===== src/rtl/ousnc_pkg.sv =====
package ousnc_pkg;

    // shared multiplier operand and product widths
    localparam int MUL_W  = 34;
    localparam int PROD_W = 2 * MUL_W;

    // long divider for dt/tau
    localparam int DIV_NUM_W = 41;
    localparam int DIV_DEN_W = 24;
    localparam int DIV_CNT_W = 6;

    // integer square root
    localparam int SQRT_IN_W  = 63;
    localparam int SQRT_OUT_W = 32;
    localparam int SQRT_CNT_W = 5;

    // operation codes
    localparam logic [2:0] OP_EULER = 3'd0;
    localparam logic [2:0] OP_RK0   = 3'd1;
    localparam logic [2:0] OP_RK1   = 3'd2;
    localparam logic [2:0] OP_RK2   = 3'd3;
    localparam logic [2:0] OP_RK3   = 3'd4;

    // configuration register indexes
    localparam logic [2:0] REG_REVERSAL_V      = 3'd0;
    localparam logic [2:0] REG_TAU_US          = 3'd1;
    localparam logic [2:0] REG_G_MEAN          = 3'd2;
    localparam logic [2:0] REG_G_STD           = 3'd3;
    localparam logic [2:0] REG_ACTIVE_SETTLING = 3'd4;
    localparam logic [2:0] REG_IGNORE_NEGATIVE = 3'd5;

    // floor(2^32 / k) for the series term divisors
    function automatic logic [32:0] recip(input logic [2:0] k);
        logic [32:0] r;
        case (k)
            3'd1:    r = 33'h1_0000_0000;
            3'd2:    r = 33'h0_8000_0000;
            3'd3:    r = 33'h0_5555_5555;
            3'd4:    r = 33'h0_4000_0000;
            3'd5:    r = 33'h0_3333_3333;
            3'd6:    r = 33'h0_2AAA_AAAA;
            3'd7:    r = 33'h0_2492_4924;
            default: r = 33'h0;
        endcase
        return r;
    endfunction

endpackage


===== src/rtl/ousnc_mul.sv =====
module ousnc_mul (
    input  logic                                 aclk,
    input  logic signed [ousnc_pkg::MUL_W-1:0]   op_a,
    input  logic signed [ousnc_pkg::MUL_W-1:0]   op_b,
    output logic signed [ousnc_pkg::PROD_W-1:0]  prod
);

    logic signed [ousnc_pkg::PROD_W-1:0] prod_reg;

    always_ff @(posedge aclk) begin
        prod_reg <= ousnc_pkg::PROD_W'(op_a) * ousnc_pkg::PROD_W'(op_b);
    end

    assign prod = prod_reg;

endmodule


===== config.mk =====
export PLATFORM = sky130hd
export DESIGN_NAME = ousnc_mul
export DESIGN_NICKNAME = d
export VERILOG_FILES = /design/src/rtl/ousnc_pkg.sv /design/src/rtl/ousnc_mul.sv
export SDC_FILE = /design/constraint.sdc
export NUM_CORES = 2
export LEC_CHECK = 0
export ABC_AREA = 1
export BUFFER_PORTS_ARGS = -buffer_cell sky130_fd_sc_hd__buf_2
export CAP_MARGIN = 15
export CELL_PAD_IN_SITES_DETAIL_PLACEMENT = 1
export CELL_PAD_IN_SITES_GLOBAL_PLACEMENT = 1
export CORE_MARGIN = 2
export CORE_UTILIZATION = 54
export CTS_CLUSTER_SIZE = 25
export DETAILED_ROUTE_END_ITERATION = 8
export GPL_ROUTABILITY_DRIVEN = 0
export PLACE_DENSITY = 0.95
export SYNTH_ARGS = -nofsm -noshare
export SYNTH_HDL_FRONTEND = slang
export SYNTH_SLANG_ARGS = --single-unit

===== constraint.sdc =====
create_clock -name aclk -period 11.6 [get_ports aclk]
set_input_delay 0.58 -clock aclk [delete_from_list [all_inputs] [get_ports aclk]]
set_output_delay 0.58 -clock aclk [all_outputs]
set_load 0.005 [all_outputs]

==> impl_metrics.csv, run 1 <==
group,metric,value,unit
run_status,status,"aborted with a tool error",
run_status,lastStage,"global routing",
run_status,error_message,"[ERROR GRT-0116] Global routing finished with congestion. Check the congestion regions in the DRC Viewer.",
global_route,grt_max_degree,36,
synthesis,synth_fp_nets,7486,
synthesis,postSynthAreaPerCell,7.74,sq um
cts,post_cts_resized,0,
floorplan,pin_count,137,
synthesis,synth_top_area_share,53.7,%
cts,htreeDepth,3,
global_route,grt_pass1_vias,55000,
place,numPortBuffers,136,
synthesis,synth_ff_type,"dfxtp_1",
cts,cts_made_buffers,9,
cts,cts-root-buf,"clkbuf_16",
synthesis,synth-edff-count,0,
synthesis,ys_ff_latch,68,
floorplan,start_util,54.4,%
global_route,track_usage,60.3,%
place,dp.final_hpwl,167,mm
synthesis,syn_area,46200,sq um
floorplan,chipHeight,297,um
cts,cts_setup_buffers,0,
synthesis,ys_warn_count,0,
synthesis,ys_types,32,
synthesis,synth_mux_area_share,0,%
synthesis,synthXorXnorAreaFrac,0.663,%
cts,clock-sinks,68,
synthesis,synthArstFlopShare,0,%
synthesis,synth-simple-area-share,16.6,%
floorplan,rows,107,
synthesis,synth_top_area_cell,"fa_1",
global_route,grt_first_pass_wirelength,375,mm
synthesis,synth_compound_area_share,1.13,%
synthesis,synthAdderAreaFrac,59.3,%
synthesis,seq_area_frac_synth,2.95,%
global_route,overflow,27,
cts,clockBufferDepth,2,
synthesis,synth_top_family_by_area,"adder cells",
floorplan,die_w,297,um
cts,hold_buffers,0,
synthesis,synth_area_leaders,"fa_1 (54%), inv_1 (17%), nand2_1 (13%), ha_1 (5.5%), dfxtp_1 (2.9%)",
synthesis,syn_inst,5972,
cells by family after synthesis:
family	Yosys count
xor gates and xnor gates	35
adders and majority gates	1445
and+or+nand+nor	1939
buffers and inverters	2390
AOI/OAI and AO/OA	95
DFF	68
through the flow:
step                      instance area [sq um]  setup slack (ns)  instances  hold slack, ns
after floorplan                           46200              4.20       5972           0.859
after detailed placement                  47500              2.64       7010           0.958
after global placement                    47500              3.36       7010           0.956
after CTS                                 47800              2.84       7026           0.783
per-layer routing:
layer | track usage [%] | overflow
met1 | 58.8 | 1
met2 | 81.7 | 12
met3 | 39.4 | 0
met4 | 62.9 | 14
met5 | 13.2 | 0
cells in the mapped netlist, types with 5 or more instances:
cell type	instances
a21oi_1	59
clkbuf_1	269
dfxtp_1	68
fa_1	1241
ha_1	204
inv_1	2116
nand2_1	1661
nand2_2	20
nand3_1	70
nand3_2	7
nand4_1	19
nor2_1	115
nor2_2	9
nor3_1	15
nor3_2	5
o21ai_0	18
o21bai_1	11
or2_2	8
xor2_1	33
==> run 2: changes to the inputs <==
--- a/config.mk
+++ b/config.mk
@@ -8,14 +8,11 @@
 export ABC_AREA = 1
 export BUFFER_PORTS_ARGS = -buffer_cell sky130_fd_sc_hd__buf_2
 export CAP_MARGIN = 15
-export CELL_PAD_IN_SITES_DETAIL_PLACEMENT = 1
-export CELL_PAD_IN_SITES_GLOBAL_PLACEMENT = 1
 export CORE_MARGIN = 2
-export CORE_UTILIZATION = 54
-export CTS_CLUSTER_SIZE = 25
+export CORE_UTILIZATION = 40
 export DETAILED_ROUTE_END_ITERATION = 8
 export GPL_ROUTABILITY_DRIVEN = 0
-export PLACE_DENSITY = 0.95
+export PLACE_DENSITY_LB_ADDON = 0.15
 export SYNTH_ARGS = -nofsm -noshare
 export SYNTH_HDL_FRONTEND = slang
 export SYNTH_SLANG_ARGS = --single-unit
==> run 2 against run 1 <==
Compared with the run above: the run now ends clean; synthesized cell count unchanged; synthesized area unchanged.
==> impl_metrics.csv, run 2 <==
group,metric,value,unit
floorplan,die_area,118000,sq um
synthesis,postSynthAreaPerCell,7.74,sq um
timing,post-route-period-util,70.1,%
setup_path,slowest_stage,"fa_1",
cts,cts_setup_buffers,0,
cts,clock-sinks,68,
cells_and_area,layout-drive-gt1-share,4.06,%
cts,htreeDepth,3,
synthesis,synth-simple-area-share,16.6,%
timing,period_minus_slack,8.14,ns
timing,fin_setup_tns,0,ns
synthesis,synth_ff_type,"dfxtp_1",
timing,tightest_slew,1.10,ns
timing,hold_violations,0,
synthesis,synth-edff-count,0,
floorplan,core_area,115000,sq um
global_route,grt_pass1_vias,38300,
timing,fmax,0.123,GHz
cells_and_area,area_delta_synth_final,4.47,%
floorplan,chipHeight,344,um
cts,cts_made_buffers,9,
global_route,grt_first_pass_wirelength,214,mm
setup_path,cp.arrival,8.37,ns
floorplan,pin_count,137,
synthesis,synth_fp_nets,7486,
cells_and_area,layout_commonest_cell,"inv_1",
detailed_routing,antenna_left,0,
detailed_routing,drt_iter0_markers,1855,
timing,setup_violations,0,
detailed_routing,dr.pass1.iters,5,
timing,slew_headroom,27.0,%
setup_path,path_common_cell,"fa_1",
synthesis,ys_types,32,
floorplan,die_w,344,um
detailed_routing,totalWireLength,132,mm
cts,hold_buffers,0,
cts,cts_tree,"built",
setup_path,start_kind,"input port",
synthesis,synth_top_area_share,53.7,%
cts,clk_pin_slew_worst_paths,0.06,ns
cells_and_area,largest_reg_flops,68,
cts,post_cts_resized,0,
timing,rsz0062_at_grt,"no",
detailed_routing,vias,34300,
floorplan,rows,124,
synthesis,syn_area,46200,sq um
synthesis,synthAdderAreaFrac,59.3,%
setup_path,worstPathCellList,"buf_2 > nand2_1 > inv_1 > fa_1 > fa_1 > fa_1 > fa_1 > inv_1 > fa_1 > fa_1 > inv_1 > fa_1 > fa_1 > ha_1 > nand2_1 > nor2_1 > nand3_1 > inv_1 > nand2_1 > nor3_2 > nand2_1 > nand4_1 > nand2_1",
cts,cts-root-buf,"clkbuf_16",
detailed_routing,routedWlPerCell,17.9,um
synthesis,synth_top_family_by_area,"adder cells",
synthesis,synth_area_leaders,"fa_1 (54%), inv_1 (17%), nand2_1 (13%), ha_1 (5.5%), dfxtp_1 (2.9%)",
synthesis,seq_area_frac_synth,2.95,%
synthesis,synth_mux_area_share,0,%
synthesis,ys_ff_latch,68,
synthesis,yosysMostFrequentCell,"inv_1",
setup_path,required,11.83,ns
worst_hold_path,hp-class,"input port to flop",
synthesis,synthXorXnorAreaFrac,0.663,%
setup_path,end_kind,"flop",
synthesis,synth_compound_area_share,1.13,%
setup_path,cp.buffers_inverters,5,
setup_path,crit_family,"adder cells",
timing,final-max-slew-violation-count,0,
setup_path,worstSetupPathType,"input port to flop",
cells_and_area,layout_common_cells,"inv_1 (2116), nand2_1 (1661), fa_1 (1241)",
place,dp.final_hpwl,111,mm
place,numPortBuffers,136,
detailed_routing,viasPerCell,4.64,
floorplan,start_util,40.4,%
global_route,antenna_found_initial,6,
synthesis,synthArstFlopShare,0,%
cts,clockBufferDepth,2,
flow_run,drv_cap,0,
cells_and_area,finalNetCount,7389,
global_route,grt_max_degree,36,
global_route,overflow,0,
synthesis,synth_top_cells_by_count,"inv_1 (2116), nand2_1 (1661), fa_1 (1241), clkbuf_1 (269), ha_1 (204)",
cells_and_area,fin_util,42.2,%
setup_path,crit_fanout,34,
run_status,status,"complete, no violations",
synthesis,syn_inst,5972,
synthesis,synth_top_area_cell,"fa_1",
global_route,track_usage,23.6,%
synthesis,ys_warn_count,0,
setup_path,max_stage_delay,1.04,ns
detailed_routing,drc,0,
## run 2: cell counts after synthesis
No cell type changed its count.
## run 2: final timing paths
kind | startpoint | to | slack, ns | depth (start not counted)
min | op_b[0] | prod[0] | 0.83 | 4
max | op_a[33] | prod[59] | 3.46 | 23
## run 2: area by class of cell
| cell class | count | area (sq um) |
|---|---|---|
| Clock buffer | 12 | 256 |
| Clock inverter | 4 | 23.8 |
| Antenna cell | 3 | 7.51 |
| Sequential cell | 68 | 1360 |
| Fill cell | 12000 | 66200 |
| Tap cell | 1512 | 1890 |
| Timing Repair Buffer | 163 | 903 |
| Multi-Input combinational cell | 3514 | 35900 |
| Inverter | 2119 | 7950 |
## run 2: stage by stage
stage,worst slack (ns),hold WS (ns),instance area [sq um],cells
after global placement,3.15,0.961,48000,7375
after floorplan,4.20,0.859,46200,5972
after CTS,3.39,0.821,48300,7392
final,3.46,0.827,48300,7395
after global routing,2.88,0.872,48300,7393
after detailed placement,3.06,0.957,48000,7376
## run 2: cells by family after synthesis
family          Yosys count
compound gates           95
buf+inv                2390
flops                    68
simple gates           1939
xor+xnor                 35
fa+ha+maj              1445
## run 2: metal layers
| metal | vias up | global-route usage [%] | part of all wire (%) | wire [um] |
|---|---|---|---|---|
| met5 | - | 0 | 0.020 | 26 |
| met3 | 194 | 1.54 | 3.6 | 4810 |
| met4 | 4 | 5.68 | 2.8 | 3650 |
| met2 | 744 | 43.7 | 52 | 69300 |
| li1 | 15800 | - | - | - |
| met1 | 17500 | 29.8 | 41 | 54400 |
## run 2: worst min-delay path, stage by stage
cell and delay [ns]:
buf_2 0.10, buf_4 0.27, nand2_1 0.12, inv_1 0.04
Power of run 2 is left out: the tool's default activity adds up to more than one toggle a clock period on the data nets, which glitch-free logic cannot reach.
