### src/rtl/ousnc_pkg.sv
package ousnc_pkg;

    // shared multiplier operand and product widths
    localparam int MUL_W  = 34;
    localparam int PROD_W = 2 * MUL_W;

    // long divider for dt/tau
    localparam int DIV_NUM_W = 41;
    localparam int DIV_DEN_W = 24;
    localparam int DIV_CNT_W = 6;

    // integer square root
    localparam int SQRT_IN_W  = 63;
    localparam int SQRT_OUT_W = 32;
    localparam int SQRT_CNT_W = 5;

    // operation codes
    localparam logic [2:0] OP_EULER = 3'd0;
    localparam logic [2:0] OP_RK0   = 3'd1;
    localparam logic [2:0] OP_RK1   = 3'd2;
    localparam logic [2:0] OP_RK2   = 3'd3;
    localparam logic [2:0] OP_RK3   = 3'd4;

    // configuration register indexes
    localparam logic [2:0] REG_REVERSAL_V      = 3'd0;
    localparam logic [2:0] REG_TAU_US          = 3'd1;
    localparam logic [2:0] REG_G_MEAN          = 3'd2;
    localparam logic [2:0] REG_G_STD           = 3'd3;
    localparam logic [2:0] REG_ACTIVE_SETTLING = 3'd4;
    localparam logic [2:0] REG_IGNORE_NEGATIVE = 3'd5;

    // floor(2^32 / k) for the series term divisors
    function automatic logic [32:0] recip(input logic [2:0] k);
        logic [32:0] r;
        case (k)
            3'd1:    r = 33'h1_0000_0000;
            3'd2:    r = 33'h0_8000_0000;
            3'd3:    r = 33'h0_5555_5555;
            3'd4:    r = 33'h0_4000_0000;
            3'd5:    r = 33'h0_3333_3333;
            3'd6:    r = 33'h0_2AAA_AAAA;
            3'd7:    r = 33'h0_2492_4924;
            default: r = 33'h0;
        endcase
        return r;
    endfunction

endpackage

### src/rtl/ousnc_div.sv
module ousnc_div (
    input  logic                                 aclk,
    input  logic                                 aresetn,
    input  logic                                 start,
    input  logic [ousnc_pkg::DIV_NUM_W-1:0]      num,
    input  logic [ousnc_pkg::DIV_DEN_W-1:0]      den,
    output logic                                 done,
    output logic [ousnc_pkg::DIV_NUM_W-1:0]      quot
);

    logic                                busy_reg;
    logic                                done_reg;
    logic [ousnc_pkg::DIV_CNT_W-1:0]     cnt_reg;
    logic [ousnc_pkg::DIV_NUM_W-1:0]     shf_reg;
    logic [ousnc_pkg::DIV_DEN_W-1:0]     rem_reg;
    logic [ousnc_pkg::DIV_DEN_W-1:0]     den_reg;

    logic [ousnc_pkg::DIV_DEN_W:0]       trial;
    logic                                ge;
    logic [ousnc_pkg::DIV_DEN_W-1:0]     rem_next;
    logic [ousnc_pkg::DIV_NUM_W-1:0]     shf_next;

    // one restoring step per cycle, quotient bits shift in behind the dividend
    always_comb begin
        trial    = {rem_reg, shf_reg[ousnc_pkg::DIV_NUM_W-1]};
        ge       = trial >= {1'b0, den_reg};
        rem_next = ge ? ousnc_pkg::DIV_DEN_W'(trial - {1'b0, den_reg})
                      : trial[ousnc_pkg::DIV_DEN_W-1:0];
        shf_next = {shf_reg[ousnc_pkg::DIV_NUM_W-2:0], ge};
    end

    always_ff @(posedge aclk) begin
        if (!aresetn) begin
            busy_reg <= 1'b0;
            done_reg <= 1'b0;
            cnt_reg  <= '0;
        end else begin
            done_reg <= 1'b0;
            if (start) begin
                busy_reg <= 1'b1;
                cnt_reg  <= '0;
                shf_reg  <= num;
                rem_reg  <= '0;
                den_reg  <= den;
            end else if (busy_reg) begin
                shf_reg <= shf_next;
                rem_reg <= rem_next;
                cnt_reg <= cnt_reg + 1'b1;
                if (cnt_reg == ousnc_pkg::DIV_CNT_W'(ousnc_pkg::DIV_NUM_W - 1)) begin
                    busy_reg <= 1'b0;
                    done_reg <= 1'b1;
                end
            end
        end
    end

    assign done = done_reg;
    assign quot = shf_reg;

endmodule

### config.mk
export PLATFORM = sky130hd
export DESIGN_NAME = ousnc_div
export DESIGN_NICKNAME = d
export VERILOG_FILES = /design/src/rtl/ousnc_pkg.sv /design/src/rtl/ousnc_div.sv
export SDC_FILE = /design/constraint.sdc
export NUM_CORES = 1
export LEC_CHECK = 0
export ABC_AREA = 1
export BUFFER_PORTS_ARGS = -buffer_cell sky130_fd_sc_hd__buf_4
export CAP_MARGIN = 20
export CELL_PAD_IN_SITES_DETAIL_PLACEMENT = 0
export CELL_PAD_IN_SITES_GLOBAL_PLACEMENT = 2
export CORE_MARGIN = 2
export CORE_UTILIZATION = 32
export DETAILED_ROUTE_END_ITERATION = 8
export GPL_ROUTABILITY_DRIVEN = 0
export MAX_ROUTING_LAYER = met4
export PLACE_DENSITY = 0.89
export SKIP_CTS_REPAIR_TIMING = 1
export SLEW_MARGIN = 20
export SYNTH_ARGS = -nofsm -noshare
export SYNTH_HDL_FRONTEND = slang
export SYNTH_SLANG_ARGS = --single-unit
### constraint.sdc
create_clock -name aclk -period 2.9 [get_ports aclk]
set_input_delay 0.145 -clock aclk [delete_from_list [all_inputs] [get_ports aclk]]
set_output_delay 0.145 -clock aclk [all_outputs]
set_load 0.02 [all_outputs]
# --- Yosys cells after proc, flatten, opt, wreduce, memory -nomap -nowiden ---
# Index checks and enable logic that the tools add are counted.
word_totals:
  regBits: 97
  latchBits: 0
  mem_bits_rw: 0
  mem_bits_ro: 0
  inputBits: 68
  word_cells: 25
  mem_count: 0
classes:
  add_sub_neg: 2
  multipliers: 0
  div_mod_pow: 0
  order_cmp: 1
  eq_ne: 1
  shifts: 0
  n_mux: 8
  bitwise: 2
  reduce_logical: 5
ops:
  columns: ["cell", "n"]
  rows:
  - ["$mux W41", 2]
  - ["$mux W24", 2]
  - ["$ge A25 B24 Y1", 1]
  - ["$sub A24 B24 Y24", 1]
  - ["$add A6 B1 Y6 const B", 1]
  - ["$eq A6 B6 Y1 const B", 1]
  - ["$mux W1", 4]
  - ["$reduce_and A2 Y1", 2]
  - ["$reduce_or A3 Y1", 1]
  - ["$not A1 Y1", 2]
  - ["$reduce_bool A2 Y1", 1]
  - ["$reduce_or A2 Y1", 1]

# --- Depth between registers and ports, before layout ---
depth:
  ltp_word: 4
  mapped_depth: 16
  mapped_depth_nobuf: 15

# --- Worst setup path after synthesis ---
# OpenSTA, ideal clock, no wires.
synth_path:
  path_kind: "input port to flip-flop"
  from: "in start"
  to: "reg shf_reg, in the netlist quot[0], enable pin"
  setup_ns: 0.425
  t_arrival_ns: 1.867
  t_required_ns: 2.475
  slack_ns: 0.608
  stages: 3
  path_buffers: 1
  path_cell_list: "clkbuf_1 -> nand2_1 -> nand2_1"
synth_between:
  elab_chain_cells: 2
synth_rtl:
  columns: ["item", "line", "rtl"]
  rows:
  - ["start, declared", "ousnc_div.sv:4", "input logic start,"]
  - ["$reduce_bool A2 Y1 (no line)", null, null]
  - ["$reduce_and A2 Y1 (no line)", null, null]
  - ["end signal, assigned", "ousnc_div.sv:42", "shf_reg <= num;"]
  - ["end signal, assigned", "ousnc_div.sv:46", "shf_reg <= shf_next;"]
  - ["end, declared", "ousnc_div.sv:14", "logic [ousnc_pkg::DIV_NUM_W-1:0] shf_reg;"]
# Every way passes these cells.
# A chain may end at the register's enable or synchronous reset.

# --- Worst setup path in the final report ---
layout_path:
  from: "reg rem_reg[4] (netlist name)"
  to: "reg rem_reg[19] (netlist name) (data pin)"
layout_between:
  elab_chain_cells: 3
layout_rtl:
  columns: ["item", "line", "rtl"]
  rows:
  - ["start, declared", "ousnc_div.sv:15", "logic [ousnc_pkg::DIV_DEN_W-1:0] rem_reg;"]
  - ["start signal, assigned", "ousnc_div.sv:47", "rem_reg <= rem_next;"]
  - ["$sub A24 B24 Y24 or $ge A25 B24 Y1 (tied branches)", "ousnc_div.sv:27, ousnc_div.sv:26", null]
  - ["$mux W24 *", "ousnc_div.sv:27", "rem_next = ge ? ousnc_pkg::DIV_DEN_W'(trial - {1'b0, den_reg})"]
  - ["$mux W24 *", "ousnc_div.sv:45", "end else if (busy_reg) begin"]
# Every way passes the cells marked *; elsewhere a longest branch is shown, timed or not. The select of a mux whose other input is x is not followed.

==> run_results.csv <==
group,metric,value,unit
min_path,hold_class,"input port to flip-flop",
cells_and_area,finalNetCount,995,
critical_path,regToRegStartpoint,"rem_reg[4]$_SDFFCE_PP0P_",
place,place_ws,0.456,ns
cts,cts_made_buffers,9,
cts,clkTransAtPathRegs,0.08,ns
critical_path,endpoint_kind,"flip-flop",
min_path,holdPathEnd,"quot[32]$_DFFE_PP_",
synth,synth-seq-area-share,48.1,%
synth,avgSynthCellArea,7.70,um^2
synth,synthMuxAreaShare,0,%
critical_path,critPathTopFamily,"simple AND/OR/NAND/NOR gates",
min_path,hold_start,"num[32]",
route,drt_first_pass_iters,4,
cells_and_area,antenna_cells,0,
place,io_buffers,109,
timing,rsz0062_at_grt,"no",
route,met1Wirelength,7710,um
critical_path,reg2regPathDepth,11,
route,topRoutingLayerUsed,"met4",
route,met3_length,984,um
flow_run,max_cap_violations,0,
timing,relSlewSlack,57.1,%
timing,timing.fmax,409,MHz
synth,syn_inst,765,
floorplan,die_h,140,um
floorplan,initial_core_util,32.7,%
global_route,grt.total_usage,17.6,%
synth,yosysUniqueCellTypes,35,
synth,syn_nets,860,
pwr,p_sw_share,35.1,%
pwr,p_leak,3.83,nW
pwr,combinationalPowerShare,31.1,%
route,drt_iter0_drc,217,
critical_path,path_buf_inv,3,
global_route,grt_first_pass_wirelength,26300,um
pwr,finalPower,4.36,mW
synth,async_flop_share,0,%
run_status,status,"finished, final reports clean",
cells_and_area,largest_register_ffs,41,
place,dp_hpwl,12100,um
route,wl_per_cell,14.1,um
synth,synth_edf_count,89,
critical_path,crit_type,"flip-flop to flip-flop",
cells_and_area,fillCellCount,1957,
synth,synth-seq-cells,97,
pwr,peakVddDrop,0.281,mV
global_route,antenna_found_initial,0,
synth,synthAdderAreaFrac,5.86,%
critical_path,arrival,2.56,ns
floorplan,die_w,140,um
route,drc,0,
global_route,grt_max_degree,31,
timing,final-max-slew-violation-count,0,
global_route,grt_pass1_vias,5083,
critical_path,crit_path_max_fanout,20,
cells_and_area,utilization,41.8,%
critical_path,rr_endpoint,"rem_reg[19]$_SDFFCE_PP0P_",
cts,cts_root_buffer,"clkbuf_16",
timing,fin_setup_tns,0,ns
synth,syn-cell-area,5890,um^2
critical_path,path_common_cell,"nor2_1",
floorplan,core_area,18000,um^2
cts,ctsLongestPathBuffers,2,
floorplan,die_area,19500,um^2
global_route,overflow,0,
synth,dominantRegCellSynth,"edfxtp_1",
route,dr_wl_met2,7080,um
critical_path,slowest_stage,"edfxtp_1",
critical_path,crit_chain,"ha_1 -> nand2_1 -> nor2_2 -> inv_1 -> nor2_1 -> nand3b_4 -> nand3_2 -> buf_4 -> inv_1 -> nor2_1 -> nor2_1",
timing,setup_violations,0,
min_path,whs_path_depth,3,
synth,yosys.area.top_type,"edfxtp_1",
cells_and_area,syn_to_final_growth,27.8,%
synth,yosys.area_share.simple,33.3,%
pwr,power_density,580,nW/um^2
cells_and_area,design_area,7530,um^2
timing,fin_skew,0.0114,ns
critical_path,cp-start-kind,"flip-flop",
place,dpl_cell_area,6990,um^2
cts,clkSinkCount,97,
critical_path,rrSetupSlack,0.46,ns
cells_and_area,final_common_cell,"nand2_1",
pwr,seqPwrFrac,40.8,%
route,routed_via_density,4.51,
synth,synth_area_leaders,"edfxtp_1 45%, nand2_1 21%, inv_1 7.2%",
synth,synth_xor_area_share,1.34,%
floorplan,rows,49,
cts,worstSkewPairLatency,0.36,ns
pwr,clkPwrFrac,28.1,%
timing,post-route-period-util,84.3,%
route,wirelength,16000,um
floorplan,io_pins,110,
critical_path,required,3.02,ns
pwr,internal_power,2.83,mW
pwr,power.switching,1.53,mW
route,dr_total_vias,5112,
timing,min_period,2.44,ns
timing,postLayoutSetupSlackWorst,0.455,ns
cts,htreeDepth,3,
synth,yosysTopAreaCellShare,45.4,%
synth,synth-compound-area-share,2.40,%
route,ant_nets,0,
timing,finalHoldViolCount,0,
cts,cts_tree,"built",
cells_and_area,final_cell_mix,"333 x nand2_1, 115 x buf_4, 112 x inv_1",
cells_and_area,drive_above_1_share,16.8,%
synth,synth_top_family_by_area,"simple AND/OR/NAND/NOR gates",
synth,yosys_warnings,0,
critical_path,max_stage_delay,0.40,ns
timing,max_slew.worst_pin.slew,0.641,ns
==> worst max path at each step <==
stage / slack, ns / cells after the start / endpoint / from
finish: 0.46 / 11 / rem_reg[19]$_SDFFCE_PP0P_ / rem_reg[4]$_SDFFCE_PP0P_
floorplan: 0.61 / 3 / quot[0]$_DFFE_PP_ / start
detailed placement: 0.46 / 11 / rem_reg[19]$_SDFFCE_PP0P_ / rem_reg[4]$_SDFFCE_PP0P_
CTS: 0.42 / 11 / rem_reg[19]$_SDFFCE_PP0P_ / rem_reg[4]$_SDFFCE_PP0P_
global route: 0.23 / 11 / rem_reg[20]$_SDFFCE_PP0P_ / rem_reg[4]$_SDFFCE_PP0P_
global placement: 0.47 / 11 / rem_reg[19]$_SDFFCE_PP0P_ / rem_reg[6]$_SDFFCE_PP0P_
==> metrics by stage <==
| step | hold slack [ns] | std cells |
|---|---|---|
| CTS | -0.0559 | 1110 |
| detailed placement | 0.324 | 1094 |
| floorplan | 0.244 | 765 |
| finish | 0.0481 | 1134 |
| global route | 0.0384 | 1134 |
| global placement | 0.324 | 1094 |
==> power groups by stage <==
stage | clock, mW | sequential (mW) | combinational [mW]
detailed placement | 0 | 1.81 | 1.34
CTS | 1.27 | 1.78 | 1.35
global placement | 0 | 1.80 | 1.35
finish | 1.23 | 1.78 | 1.36
floorplan | 0 | 1.86 | 0.871
global route | 1.32 | 1.79 | 1.55
==> logic make-up (layout without fill, tap and decap cells) <==
logic type / Yosys count / after routing
DFF: 97 / 97
adders and majority gates: 27 / 27
AOI/OAI and AO/OA: 23 / 23
buffers and inverters: 135 / 275
and+or+nand+nor: 474 / 474
xor gates and xnor gates: 9 / 9
==> worst min-delay path, delay by kind of cell <==
kind,cells,cell delay [ns]
AND/OR/NAND/NOR,2,0.09
buffers and inverters,1,0.08
==> per-layer routing <==
layer | track usage, % | up-vias
li1 | - | 2668
met1 | 23.1 | 2306
met2 | 26.9 | 123
met3 | 4.85 | 15
met4 | 4.84 | 0
met5 | - | -
==> cells in the mapped netlist, types with 3 or more instances <==
| library cell | count |
|---|---|
| buf_1 | 3 |
| edfxtp_1 | 89 |
| nand2_1 | 334 |
| ha_1 | 26 |
| clkbuf_1 | 9 |
| nand3b_1 | 5 |
| a21oi_1 | 15 |
| o21bai_1 | 3 |
| inv_1 | 113 |
| nor2_1 | 69 |
| nor3_1 | 7 |
| nand4_1 | 12 |
| inv_2 | 5 |
| nand3_1 | 30 |
| dfxtp_1 | 8 |
| xnor2_1 | 8 |
| nor2_2 | 4 |
| buf_6 | 3 |
==> cell type report <==
type | instances | area, um^2 | share of cell area, %
sequential | 97 | 2830 | 37.6
multi-input combinational | 533 | 2530 | 33.6
timing repair buffer | 141 | 1140 | 15.2
inverter | 118 | 443 | 5.89
tap | 229 | 287 | 3.81
clock buffer | 9 | 225 | 2.99
clock inverter | 7 | 67.6 | 0.898
Power figures use the tool's default switching activity.
