[src/rtl/ousnc_pkg.sv]
package ousnc_pkg;

    // shared multiplier operand and product widths
    localparam int MUL_W  = 34;
    localparam int PROD_W = 2 * MUL_W;

    // long divider for dt/tau
    localparam int DIV_NUM_W = 41;
    localparam int DIV_DEN_W = 24;
    localparam int DIV_CNT_W = 6;

    // integer square root
    localparam int SQRT_IN_W  = 63;
    localparam int SQRT_OUT_W = 32;
    localparam int SQRT_CNT_W = 5;

    // operation codes
    localparam logic [2:0] OP_EULER = 3'd0;
    localparam logic [2:0] OP_RK0   = 3'd1;
    localparam logic [2:0] OP_RK1   = 3'd2;
    localparam logic [2:0] OP_RK2   = 3'd3;
    localparam logic [2:0] OP_RK3   = 3'd4;

    // configuration register indexes
    localparam logic [2:0] REG_REVERSAL_V      = 3'd0;
    localparam logic [2:0] REG_TAU_US          = 3'd1;
    localparam logic [2:0] REG_G_MEAN          = 3'd2;
    localparam logic [2:0] REG_G_STD           = 3'd3;
    localparam logic [2:0] REG_ACTIVE_SETTLING = 3'd4;
    localparam logic [2:0] REG_IGNORE_NEGATIVE = 3'd5;

    // floor(2^32 / k) for the series term divisors
    function automatic logic [32:0] recip(input logic [2:0] k);
        logic [32:0] r;
        case (k)
            3'd1:    r = 33'h1_0000_0000;
            3'd2:    r = 33'h0_8000_0000;
            3'd3:    r = 33'h0_5555_5555;
            3'd4:    r = 33'h0_4000_0000;
            3'd5:    r = 33'h0_3333_3333;
            3'd6:    r = 33'h0_2AAA_AAAA;
            3'd7:    r = 33'h0_2492_4924;
            default: r = 33'h0;
        endcase
        return r;
    endfunction

endpackage

[src/rtl/ousnc_sqrt.sv]
module ousnc_sqrt (
    input  logic                                 aclk,
    input  logic                                 aresetn,
    input  logic                                 start,
    input  logic [ousnc_pkg::SQRT_IN_W-1:0]      val,
    output logic                                 done,
    output logic [ousnc_pkg::SQRT_OUT_W-1:0]     root
);

    logic                                busy_reg;
    logic                                done_reg;
    logic [ousnc_pkg::SQRT_CNT_W-1:0]    cnt_reg;
    logic [63:0]                         v_reg;
    logic [63:0]                         r_reg;
    logic [63:0]                         bit_reg;

    logic [63:0] sum;
    logic        ge;

    // two radicand bits per cycle
    always_comb begin
        sum = r_reg + bit_reg;
        ge  = v_reg >= sum;
    end

    always_ff @(posedge aclk) begin
        if (!aresetn) begin
            busy_reg <= 1'b0;
            done_reg <= 1'b0;
            cnt_reg  <= '0;
        end else begin
            done_reg <= 1'b0;
            if (start) begin
                busy_reg <= 1'b1;
                cnt_reg  <= '0;
                v_reg    <= {1'b0, val};
                r_reg    <= '0;
                bit_reg  <= 64'd1 << 62;
            end else if (busy_reg) begin
                if (ge) begin
                    v_reg <= v_reg - sum;
                    r_reg <= (r_reg >> 1) + bit_reg;
                end else begin
                    r_reg <= r_reg >> 1;
                end
                bit_reg <= bit_reg >> 2;
                cnt_reg <= cnt_reg + 1'b1;
                if (cnt_reg == '1) begin
                    busy_reg <= 1'b0;
                    done_reg <= 1'b1;
                end
            end
        end
    end

    assign done = done_reg;
    assign root = r_reg[ousnc_pkg::SQRT_OUT_W-1:0];

endmodule

[config.mk]
export PLATFORM = sky130hd
export DESIGN_NAME = ousnc_sqrt
export DESIGN_NICKNAME = d
export VERILOG_FILES = /design/src/rtl/ousnc_pkg.sv /design/src/rtl/ousnc_sqrt.sv
export SDC_FILE = /design/constraint.sdc
export NUM_CORES = 1
export LEC_CHECK = 0
export ABC_AREA = 1
export BUFFER_PORTS_ARGS = -buffer_cell sky130_fd_sc_hd__buf_2
export CAP_MARGIN = 20
export CORE_MARGIN = 2
export CORE_UTILIZATION = 28
export CTS_CLUSTER_DIAMETER = 200
export DETAILED_ROUTE_END_ITERATION = 7
export PLACE_DENSITY = 0.48
export SLEW_MARGIN = 20
export SYNTH_ARGS = -nofsm -noshare
export SYNTH_HDL_FRONTEND = slang
export SYNTH_SLANG_ARGS = --single-unit
export TNS_END_PERCENT = 100
[constraint.sdc]
create_clock -name aclk -period 10.3 [get_ports aclk]
set_clock_uncertainty 0.05 [all_clocks]
set_input_delay 0.515 -clock aclk [delete_from_list [all_inputs] [get_ports aclk]]
set_output_delay 0.515 -clock aclk [all_outputs]
set_load 0.02 [all_outputs]
==> Word-level counts from Yosys, hierarchy flattened <==
Index checks and enable logic that the tools add are counted.
{ "totals": {"regBits": 167, "latchBits": 0, "ram_bits": 0, "romBits": 0, "wordCells": 31, "mem_count": 0} }
{ "classes": {"addsub": 4, "mul": 0, "n_div": 0, "magnitude_cmp": 1, "n_eq_ne": 1, "shift": 0, "n_mux": 10, "n_bitwise": 2, "reduce_logical": 6} }
{ "op_table": {"columns": ["cell", "count"], "rows": [
  ["$mux W64", 4],
  ["$mux W63", 2],
  ["$add A63 B63 Y64", 1],
  ["$add A64 B63 Y64", 1],
  ["$ge A64 B64 Y1", 1],
  ["$sub A64 B64 Y64", 1],
  ["$add A5 B1 Y5 const B", 1],
  ["$eq A5 B5 Y1 const B", 1],
  ["$mux W1", 4],
  ["$reduce_bool A2 Y1", 2],
  ["$reduce_and A3 Y1", 1],
  ["$reduce_or A3 Y1", 1],
  ["$not A1 Y1", 2],
  ["$reduce_and A2 Y1", 1],
  ["$reduce_or A2 Y1", 1]
]} }

==> Longest topological paths before layout <==
Gate-level depths: netlist of the first run.
{ "logic_depth": {"depth_word": 5, "ltp_mapped": 27} }

==> Worst setup path after synthesis of the first run <==
No wires, ideal clock.
{ "synth_timing": {"path_kind": "input to register", "start": "input start", "end": "register v_reg[0], enable pin", "arrival_ns": 7.715, "t_required_ns": 9.832, "setup_slack_ns": 2.117, "path_stages": 5, "n_path_buf": 1, "path_cell_list": "clkbuf_1 -> inv_1 -> a21oi_1 -> o21ai_0 -> inv_1"} }
{ "synth_between": {"elab_chain_cells": 2} }
{ "synth_rtl": {"columns": ["element", "line", "source"], "rows": [
  ["start, declared", "ousnc_sqrt.sv:4", "input logic start,"],
  ["$reduce_bool A2 Y1 (no source line)", null, null],
  ["$reduce_and A3 Y1 (no source line) (*)", null, null],
  ["end signal, assigned", "ousnc_sqrt.sv:36", "v_reg <= {1'b0, val};"],
  ["end signal, assigned", "ousnc_sqrt.sv:41", "v_reg <= v_reg - sum;"],
  ["end, declared", "ousnc_sqrt.sv:13", "logic [63:0] v_reg;"]
]} }
Every way passes the cells marked *; elsewhere a longest branch is shown, timed or not.
A chain may end at the register's enable or synchronous reset.

==> Worst setup path in the final report of the first run <==
{ "layout_timing": {"start": "register r_reg[22]", "end": "register v_reg[45], enable pin"} }
{ "layout_between": {"elab_chain_cells": 4} }
{ "layout_rtl": {"columns": ["element", "line", "source"], "rows": [
  ["start, declared", "ousnc_sqrt.sv:14", "logic [63:0] r_reg;"],
  ["start signal, assigned", "ousnc_sqrt.sv:42", "r_reg <= (r_reg >> 1) + bit_reg;"],
  ["start signal, assigned", "ousnc_sqrt.sv:44", "r_reg <= r_reg >> 1;"],
  ["$add A64 B63 Y64", "ousnc_sqrt.sv:22", "sum = r_reg + bit_reg;"],
  ["$ge A64 B64 Y1", "ousnc_sqrt.sv:23", "ge = v_reg >= sum;"],
  ["$reduce_bool A2 Y1 (no source line)", null, null],
  ["$reduce_and A3 Y1 (no source line)", null, null]
]} }
Every way passes these cells.

==> flow_metrics.py, run 1 <==
metrics = {
    "clocking": {
        "ctsResizeCount": 0,
        "numCtsBuffers": 17,
        "clk_latency_ps": 530,
        "h-tree-depth": 4,
        "cts_buffer_depth": 2,
        "tritoncts": "yes",
        "hold_buffers": 0,
        "post_cts_buffers": 0,
        "cts_root_buf": "clkbuf_16",
        "clock-sinks": 167,
        "clk_pin_slew_ps": 80,
    },
    "die": {
        "io_pins": 99,
        "start_util_pct": 28.18,
        "rows": 99,
        "die_w_microns": 274.5,
        "die_y_microns": 274.5,
        "die_area_sq_mm": 0.07536,
        "coreArea_sq_mm": 0.07271,
    },
    "yosys": {
        "ys_ff_latch": 167,
        "synth_top_cell_area_share_pct": 26.03,
        "ys_warn_count": 0,
        "syn_avg_cell_area_sq_um": 5.818,
        "synth_edf_count": 160,
        "ys_types": 41,
        "seq_area_frac_synth_pct": 24.13,
        "synthTopCellsByArea": "nand2_1 26%, edfxtp_1 23%, inv_1 11%, ha_1 8.1%, nor2_1 6.6%",
        "yosysTopAreaCell": "nand2_1",
        "yosysMostFrequentCell": "nand2_1",
        "syn_nets": 3721,
        "synthTopCellsByCount": "1421 x nand2_1, 583 x inv_1, 361 x nor2_1",
        "async_flop_share_pct": 0,
        "synth_flop_cell": "edfxtp_1",
        "netlist_instances": 3522,
        "mappedNetlistArea_sq_mm": 0.02049,
    },
    "global_route": {
        "antenna_found_initial": 0,
        "grt_pass1_wl_mm": 124.8,
        "grt_max_degree": 76,
        "grt_pass1_vias": 20810,
        "use_met2_pct": 37.31,
        "gr-max-usage-layer": "met2",
        "grt_usage_pct": 22.34,
        "gr-total-overflow": 0,
        "met3_usage_pct": 2.259,
        "use_met1_pct": 29.93,
    },
    "detailed_routing": {
        "routed-via-count": 21450,
        "first_iter_violations": 1496,
        "ant_nets": 0,
        "wl_per_cell_microns": 18.39,
        "drcViolationCount": 0,
        "finalWirelength_mm": 83.56,
        "dr.pass1.iters": 6,
        "vias_per_cell": 4.721,
    },
    "place": {
        "port_buffers": 98,
        "dp.final_hpwl_mm": 70.59,
        "place_area_sq_mm": 0.02179,
        "dp_cells": 4512,
        "gp_congestion": 0.9586,
    },
    "worst_setup_path": {
        "worstPathArrival_ps": 6030,
        "crit_fanout": 41,
        "start_kind": "flop",
        "critPathCaptureType": "flop",
        "path_class": "flop to flop",
        "worstPathRequired_ps": 10400,
    },
    "timing": {
        "rsz0062_at_grt": "no",
        "fmax_mhz": 168.7,
        "fin_crit_sh_pct": 57.55,
        "setup_viol": 0,
        "tightest_slew_ps": 847.3,
        "report.final.slew_viol_count": 0,
        "period_needed_ps": 5927,
        "max_slew_margin_pct": 43.51,
        "hold_viol": 0,
        "fin_tns_setup_ps": 0,
    },
    "finish": {
        "drive_above_1_share_pct": 4.658,
        "nFillCells": 8359,
        "antenna_cells": 0,
        "syn_to_final_growth_pct": 9.293,
        "fin_cells": 4544,
        "fin_area_sq_mm": 0.02240,
        "nets": 3771,
        "fin_util_pct": 30.80,
    },
    "pwr": {
        "p_leak_nw": 11.38,
        "power.density_mw_per_mm2": 161.6,
        "power_mw": 3.618,
        "ir_drop_mv": 0.1029,
    },
    "run_status": {
        "status": "finished, final reports clean",
    },
    "run": {
        "cap_violations": 0,
    },
    "hold_path": {
        "min_path_type": "input pin to flop",
    },
}
-- where the power goes --
part | switching (mW) | total, mW | internal, mW | leakage (nW)
logic | 1.33 | 1.93 | 0.603 | 9.49
clock network | 0.368 | 0.696 | 0.327 | 0.287
registers | 0.122 | 0.991 | 0.870 | 1.60
total | 1.82 | 3.62 | 1.80 | 11.4
-- kinds of logic (layout without fill, tap and decap cells) --
group                      Yosys count  in the layout  synth area share [%]
and+or+nand+nor                   2145           2145                 42.33
buffers and inverters              658            721                 12.91
AOI/OAI and AO/OA                  320            320                 8.231
DFF                                167            167                 24.13
adders and majority gates          133            133                 8.158
xor gates and xnor gates            99             99                 4.232
-- worst max-delay path: stages (launching register included) --
cell	delay, ps
edfxtp_1	580
ha_1	490
nand2_1	110
o21ai_0	230
nand2_1	100
o21ai_0	390
a21oi_1	70
o21ai_0	300
xnor2_1	230
ha_1	420
nand2_1	160
nor2_1	220
nand2_1	120
nor2_1	230
nand4_1	210
nand3_1	210
nand2_2	110
nand2_2	110
o21ai_0	110
inv_2	460
buf_4	600
-- per-layer routing --
metal | vias up | routed length, microns
li1 | 11120 | -
met1 | 9780 | 39550
met2 | 463 | 38540
met3 | 92 | 3028
met4 | 0 | 2440
met5 | - | 0
-- placed cells by master, fill, tap and decap left out, types with 7 or more instances in the layout --
master,n
xor2_1,45
dfxtp_1,7
nand3_1,233
a21oi_1,144
buf_4,8
and2_1,12
nor2_1,361
ha_1,132
nor3_1,32
inv_1,581
buf_2,97
edfxtp_1,160
clkbuf_16,17
nand2_1,1421
nand3b_1,25
o21bai_1,13
o21a_1,7
nor4_1,7
nand4_1,25
o21ai_0,143
or2_2,14
xnor2_1,54
-- path summary, 6_finish.rpt --
path              cells past startpoint                     from                      end  slack, ps
hold reg to reg                       2  cnt_reg[4]$_SDFFE_PP0P_  cnt_reg[4]$_SDFFE_PP0P_        430
setup reg to reg                     20  r_reg[22]$_SDFFCE_PP0P_      v_reg[45]$_DFFE_PP_       4370
hold / removal                        3                   val[7]       v_reg[7]$_DFFE_PP_        210
setup / recovery                     20  r_reg[22]$_SDFFCE_PP0P_      v_reg[45]$_DFFE_PP_       4370
-- area by class of cell --
type / count / area, sq um / area share (%)
multi-input cells: 2697 / 12910 / 57.65
flip-flops and latches: 167 / 4945 / 22.08
inverters: 584 / 2192 / 9.788
well taps: 959 / 1200 / 5.358
repair buffers: 105 / 545.5 / 2.436
clock buffers: 17 / 425.4 / 1.900
clock inverters: 15 / 176.4 / 0.7878
-- metrics by stage --
step                      hold slack, ps  setup slack (ps)
after CTS                          169.7              4327
after global placement             411.6              4378
after global routing               213.0              3990
after floorplan                    394.9              2117
final                              211.5              4373
after detailed placement           421.6              4343
No activity file was read; power rests on OpenSTA's default activity.
==> run 2, diff against run 1 <==
ABC_AREA = 0   (was 1)
clock period = 5.8 ns   (was 10.3 ns; I/O delays follow)
==> run 2 against run 1 <==
Worst hold slack lost 180 ps. Final area shrank 18%. Wire length shrank 37%. Via count shrank 31%. Critical endpoint is now v_reg[61]$_DFFE_PP_.
==> flow_metrics.py, run 2 <==
metrics = {
    "pwr": {
        "ir_drop_mv": 0.2432,
        "power.density_mw_per_mm2": 317.9,
        "p_leak_nw": 6.921,
        "power_mw": 5.871,
    },
    "die": {
        "die_w_microns": 243.5,
        "io_pins": 99,
        "coreArea_sq_mm": 0.05650,
        "start_util_pct": 28.43,
        "die_area_sq_mm": 0.05929,
        "die_y_microns": 243.5,
        "rows": 87,
    },
    "global_route": {
        "grt_max_degree": 127,
        "gr-total-overflow": 0,
        "grt_pass1_vias": 14110,
        "grt_pass1_wl_mm": 81.72,
        "grt_usage_pct": 17.69,
        "antenna_found_initial": 0,
    },
    "place": {
        "gp_congestion": 0.9073,
        "dp.final_hpwl_mm": 41.18,
        "port_buffers": 98,
        "dp_cells": 2701,
        "pre_cts_slack_ps": 125.8,
        "place_area_sq_mm": 0.01762,
    },
    "worst_setup_path": {
        "worstPathRequired_ps": 6010,
        "critPathCaptureType": "flop",
        "path_class": "flop to flop",
        "start_kind": "flop",
        "crit_fanout": 8,
        "worstPathArrival_ps": 5760,
    },
    "clocking": {
        "numCtsBuffers": 17,
        "cts_root_buf": "clkbuf_16",
        "cts_buffer_depth": 2,
        "clk_latency_ps": 500,
        "tritoncts": "yes",
        "h-tree-depth": 4,
        "clock-sinks": 167,
        "clk_pin_slew_ps": 80,
    },
    "yosys": {
        "syn_avg_cell_area_sq_um": 8.422,
        "async_flop_share_pct": 0,
        "ys_ff_latch": 167,
        "synthTopCellsByCount": "223 x nand2_1, 161 x o21ai_0, 160 x edfxtp_1",
        "netlist_instances": 1907,
        "mappedNetlistArea_sq_mm": 0.01606,
        "synthTopCellsByArea": "edfxtp_1 30%, ha_1 10%, nand2_1 5.2%, o21ai_0 5.0%, xor2_1 5.0%",
        "syn_nets": 2106,
        "ys_warn_count": 0,
        "yosysTopAreaCell": "edfxtp_1",
        "synth_flop_cell": "edfxtp_1",
        "seq_area_frac_synth_pct": 30.79,
        "yosysMostFrequentCell": "nand2_1",
        "ys_types": 82,
        "synth_edf_count": 160,
        "synth_top_cell_area_share_pct": 29.92,
    },
    "run": {
        "cap_violations": 0,
    },
    "timing": {
        "report.final.slew_viol_count": 0,
        "setup_viol": 0,
        "tightest_slew_ps": 1028,
        "fin_crit_sh_pct": 95.61,
        "timing.hold.ws_ps": 35.82,
        "max_slew_margin_pct": 31.47,
        "hold_viol": 0,
        "fmax_mhz": 180.3,
        "fin_ws_ps": 254.3,
        "fin_tns_setup_ps": 0,
        "period_needed_ps": 5546,
    },
    "detailed_routing": {
        "dr.pass1.iters": 5,
        "wl_per_cell_microns": 19.23,
        "first_iter_violations": 1166,
        "vias_per_cell": 5.367,
        "finalWirelength_mm": 52.95,
        "routed-via-count": 14780,
        "drcViolationCount": 0,
        "ant_nets": 0,
    },
    "finish": {
        "layout_common_cells": "222 x nand2_1, 160 x edfxtp_1, 158 x o21ai_0",
        "fin_cells": 2753,
        "final_common_cell": "nand2_1",
        "antenna_cells": 0,
        "fin_area_sq_mm": 0.01847,
        "nets": 2183,
        "syn_to_final_growth_pct": 14.99,
        "drive_above_1_share_pct": 13.62,
        "fin_util_pct": 32.69,
    },
    "run_status": {
        "status": "finished, final reports clean",
    },
    "hold_path": {
        "min_path_type": "input pin to flop",
    },
}
-- run 2: cell count changes after synthesis, sizes merged, moves of 21 or more --
cell and change:
nand3b -24, nand3 -184, xor2 +47, a31oi +64, a211oi +32, clkbuf +42
o21ai +21, nor2 -221, a21o +35, o21bai +25, inv -550, nor2b +52
o21a +21, nand2 -1202
-- run 2: per-layer routing --
metal	vias to the layer above	global-route usage (%)	part of all wire (%)
met5	-	0	0
met4	0	5.165	2.1
met3	61	3.305	4.7
met2	392	25.84	43
met1	7028	26.21	51
li1	7295	-	-
-- run 2: power by group --
part           switching, mW  internal [mW]
combinational           1.83           1.18
sequential             0.139           1.54
clock                  0.585          0.594
total                   2.56           3.31
-- run 2: cells by family after synthesis --
group | after synthesis | synth area share [%]
AOI/OAI and AO/OA | 638 | 26.00
xor gates and xnor gates | 154 | 8.398
adders and majority gates | 133 | 10.41
buffers and inverters | 156 | 4.565
DFF | 167 | 30.79
muxes | 8 | 0.5687
and+or+nand+nor | 651 | 19.27
-- run 2: layout make-up --
class / instances / area [sq um]
Timing Repair Buffer: 179 / 1225
Clock buffer: 19 / 464.2
Clock inverter: 13 / 110.1
Inverter: 35 / 131.4
Sequential cell: 167 / 4945
Multi-Input combinational cell: 1584 / 10650
Tap cell: 756 / 945.9
Fill cell: 5878 / 38030
-- run 2: worst paths after layout --
kind | cells past startpoint | slack, ps | from | endpoint
setup / recovery | 19 | 250 | r_reg[2]$_SDFFCE_PP0P_ | v_reg[61]$_DFFE_PP_
setup reg to reg | 19 | 250 | r_reg[2]$_SDFFCE_PP0P_ | v_reg[61]$_DFFE_PP_
hold / removal | 3 | 40 | val[4] | v_reg[4]$_DFFE_PP_
hold reg to reg | 2 | 470 | cnt_reg[3]$_SDFFE_PP0P_ | cnt_reg[3]$_SDFFE_PP0P_
-- run 2: repair_timing --
action | 4_1_cts | 5_1_grt
buffers inserted | 0 | 2
hold endpoints to repair | 18 | 0
endpoints found under the setup margin | 0 | 135
hold buffers | 18 | 0
gates resized for setup | 0 | 14
-- run 2: worst max-delay path: stages, from the launching register on --
cell,delay (ps)
edfxtp_1,470
ha_1,400
a311oi_2,310
o31ai_4,110
a31oi_1,250
o21bai_1,130
a31oi_1,270
o21bai_1,140
a31oi_1,200
xor2_1,130
ha_2,450
nand4_2,170
or3_1,420
nor4_1,390
o211a_1,270
nor3_2,80
a22o_4,270
a41o_4,250
o31a_1,300
o221a_2,240
==> run 3, diff against run 2 <==
CORE_ASPECT_RATIO = 1.4   (was unset)
==> run 3 against run 2 <==
Fmax increased by 0.12%. Critical path depth is 5 higher. Total power grew 0.62%. Die area barely moved. Cell count decreased by 0.76%. Non-clock buffer count did not move. Combinational power up 2%. Worst hold slack gained 10 ps. Final area barely moved.
==> flow_metrics.py, run 3 (same netlist as run 2, synthesis figures left out) <==
metrics = {
    "run_status": {
        "status": "finished, final reports clean",
    },
    "finish": {
        "layout_common_cells": "222 x nand2_1, 160 x edfxtp_1, 157 x o21ai_0",
        "nets": 2183,
        "nFillCells": 5882,
        "antenna_cells": 0,
        "syn_to_final_growth_pct": 14.90,
        "drive_above_1_share_pct": 14.97,
        "fin_area_sq_mm": 0.01845,
        "final_common_cell": "nand2_1",
    },
    "detailed_routing": {
        "ant_nets": 0,
        "wl_per_cell_microns": 19.98,
        "drcViolationCount": 0,
        "routed-via-count": 14860,
        "vias_per_cell": 5.440,
        "first_iter_violations": 1068,
        "finalWirelength_mm": 54.59,
        "dr.pass1.iters": 6,
    },
    "clocking": {
        "clk_latency_ps": 470,
        "tritoncts": "yes",
        "cts_root_buf": "clkbuf_16",
        "hold_buffers": 0,
        "clk_pin_slew_ps": 80,
        "numCtsBuffers": 17,
        "h-tree-depth": 4,
        "cts_buffer_depth": 2,
        "clock-sinks": 167,
    },
    "worst_setup_path": {
        "max_stage_delay_ps": 430,
        "worstPathRequired_ps": 5920,
        "worstPathArrival_ps": 5660,
        "path_class": "flop to flop",
        "cp_slowest_cell": "edfxtp_1",
        "crit_fanout": 20,
        "critPathTopFamily": "compound AO/OA/AOI/OAI gates",
        "crit_chain": "ha_1 -> a311oi_2 -> o31ai_4 -> nand3_1 -> nand2_1 -> a21boi_2 -> o21ai_1 -> a31oi_1 -> xor2_1 -> ha_1 -> buf_4 -> a21o_1 -> a21o_1 -> a221oi_2 -> o31ai_2 -> o21ai_1 -> a21oi_2 -> buf_4 -> buf_4 -> or2_2 -> buf_12 -> buf_4 -> nor2_1 -> a211oi_1",
        "worstPathBufferInverterCount": 5,
        "cpMostUsedCell": "buf_4",
        "critPathCaptureType": "flop",
        "start_kind": "flop",
    },
    "place": {
        "port_buffers": 98,
        "gp_congestion": 0.9118,
        "place_area_sq_mm": 0.01771,
        "dp.final_hpwl_mm": 42.88,
    },
    "die": {
        "die_y_microns": 287.4,
        "rows": 103,
        "die_area_sq_mm": 0.05932,
        "start_util_pct": 28.39,
        "io_pins": 99,
        "die_w_microns": 206.4,
        "coreArea_sq_mm": 0.05658,
    },
    "timing": {
        "tightest_slew_ps": 968.7,
        "fin_tns_setup_ps": 0,
        "fmax_mhz": 180.5,
        "hold_viol": 0,
        "setup_viol": 0,
        "max_slew_margin_pct": 35.42,
        "report.final.slew_viol_count": 0,
        "period_needed_ps": 5539,
        "fin_crit_sh_pct": 95.50,
    },
    "global_route": {
        "grt_usage_pct": 18.30,
        "grt_max_degree": 91,
        "grt_pass1_wl_mm": 83.72,
        "grt_pass1_vias": 14580,
        "gr-total-overflow": 0,
        "antenna_found_initial": 0,
    },
    "hold_path": {
        "min_path_type": "input pin to flop",
    },
    "pwr": {
        "power_mw": 5.908,
        "power.density_mw_per_mm2": 320.1,
        "ir_drop_mv": 0.2242,
        "p_leak_nw": 6.939,
    },
    "run": {
        "cap_violations": 0,
    },
}
-- run 3: cell types whose count changed in the layout (fill, tap and decap cells not counted), moves of 3 or more --
cell | before | now
a31oi_1 | 60 | 56
a31oi_2 | 1 | 5
buf_4 | 57 | 73
dlygate4sd3_1 | 18 | 0
inv_6 | 3 | 6
-- run 3: layout make-up --
type	count	area, sq um	area share, %
clock inverter	15	132.6	0.7187
multi-input combinational	1584	10700	58.00
inverter	35	131.4	0.7119
tap	735	919.6	4.983
clock buffer	17	425.4	2.305
timing repair buffer	179	1196	6.482
sequential	167	4945	26.80
-- run 3: report_power, final --
group | switching [mW] | internal [mW]
clock network | 0.592 | 0.567
logic | 1.85 | 1.23
registers | 0.132 | 1.54
-- run 3: repair_timing --
| item | CTS | global route |
|---|---|---|
| endpoints found under the setup margin | 1 | 131 |
| pin swaps | 0 | 4 |
| resized for setup | 1 | 24 |
| buffers inserted | 0 | 6 |
-- run 3: worst reg2reg max path, cell delays in order (launching register included) --
cell	delay (ps)
edfxtp_1	430
ha_1	370
a311oi_2	320
o31ai_4	120
nand3_1	170
nand2_1	150
a21boi_2	240
o21ai_1	130
a31oi_1	220
xor2_1	200
ha_1	270
buf_4	170
a21o_1	180
a21o_1	180
a221oi_2	400
o31ai_2	200
o21ai_1	240
a21oi_2	80
buf_4	160
buf_4	140
or2_2	350
buf_12	180
buf_4	160
nor2_1	80
a211oi_1	60
-- run 3: final timing paths --
check | startpoint | endpoint | slack [ps] | cells past startpoint
min | val[10] | v_reg[10]$_DFFE_PP_ | 50 | 3
max | bit_reg[2]$_SDFFCE_PP0P_ | r_reg[16]$_SDFFCE_PP0P_ | 260 | 24
max reg2reg | bit_reg[2]$_SDFFCE_PP0P_ | r_reg[16]$_SDFFCE_PP0P_ | 260 | 24
min reg2reg | cnt_reg[4]$_SDFFE_PP0P_ | cnt_reg[4]$_SDFFE_PP0P_ | 470 | 2
-- run 3: per-layer routing --
metal	wire length [microns]	up-vias	GRT usage (%)
met5	0	-	0
met4	1763	0	7.000
met3	2148	100	2.245
met2	26100	381	30.73
met1	24580	7079	23.80
li1	-	7301	-
-- run 3: through the flow --
| stage | worst slack [ps] | utilization (%) | instances | hold slack (ps) |
|---|---|---|---|---|
| 4_1_cts | 31.25 | 32.29 | 2726 | 16.68 |
| 3_3_place_gp | 103.8 | 31.30 | 2694 | 434.3 |
| 3_5_place_dp | 23.16 | 31.30 | 2694 | 460.6 |
| 2_1_floorplan | -3421 | - | 1907 | 338.9 |
| 5_1_grt | -15.95 | 32.62 | 2732 | 35.29 |
| 6_report | 260.8 | 32.62 | 2732 | 46.28 |
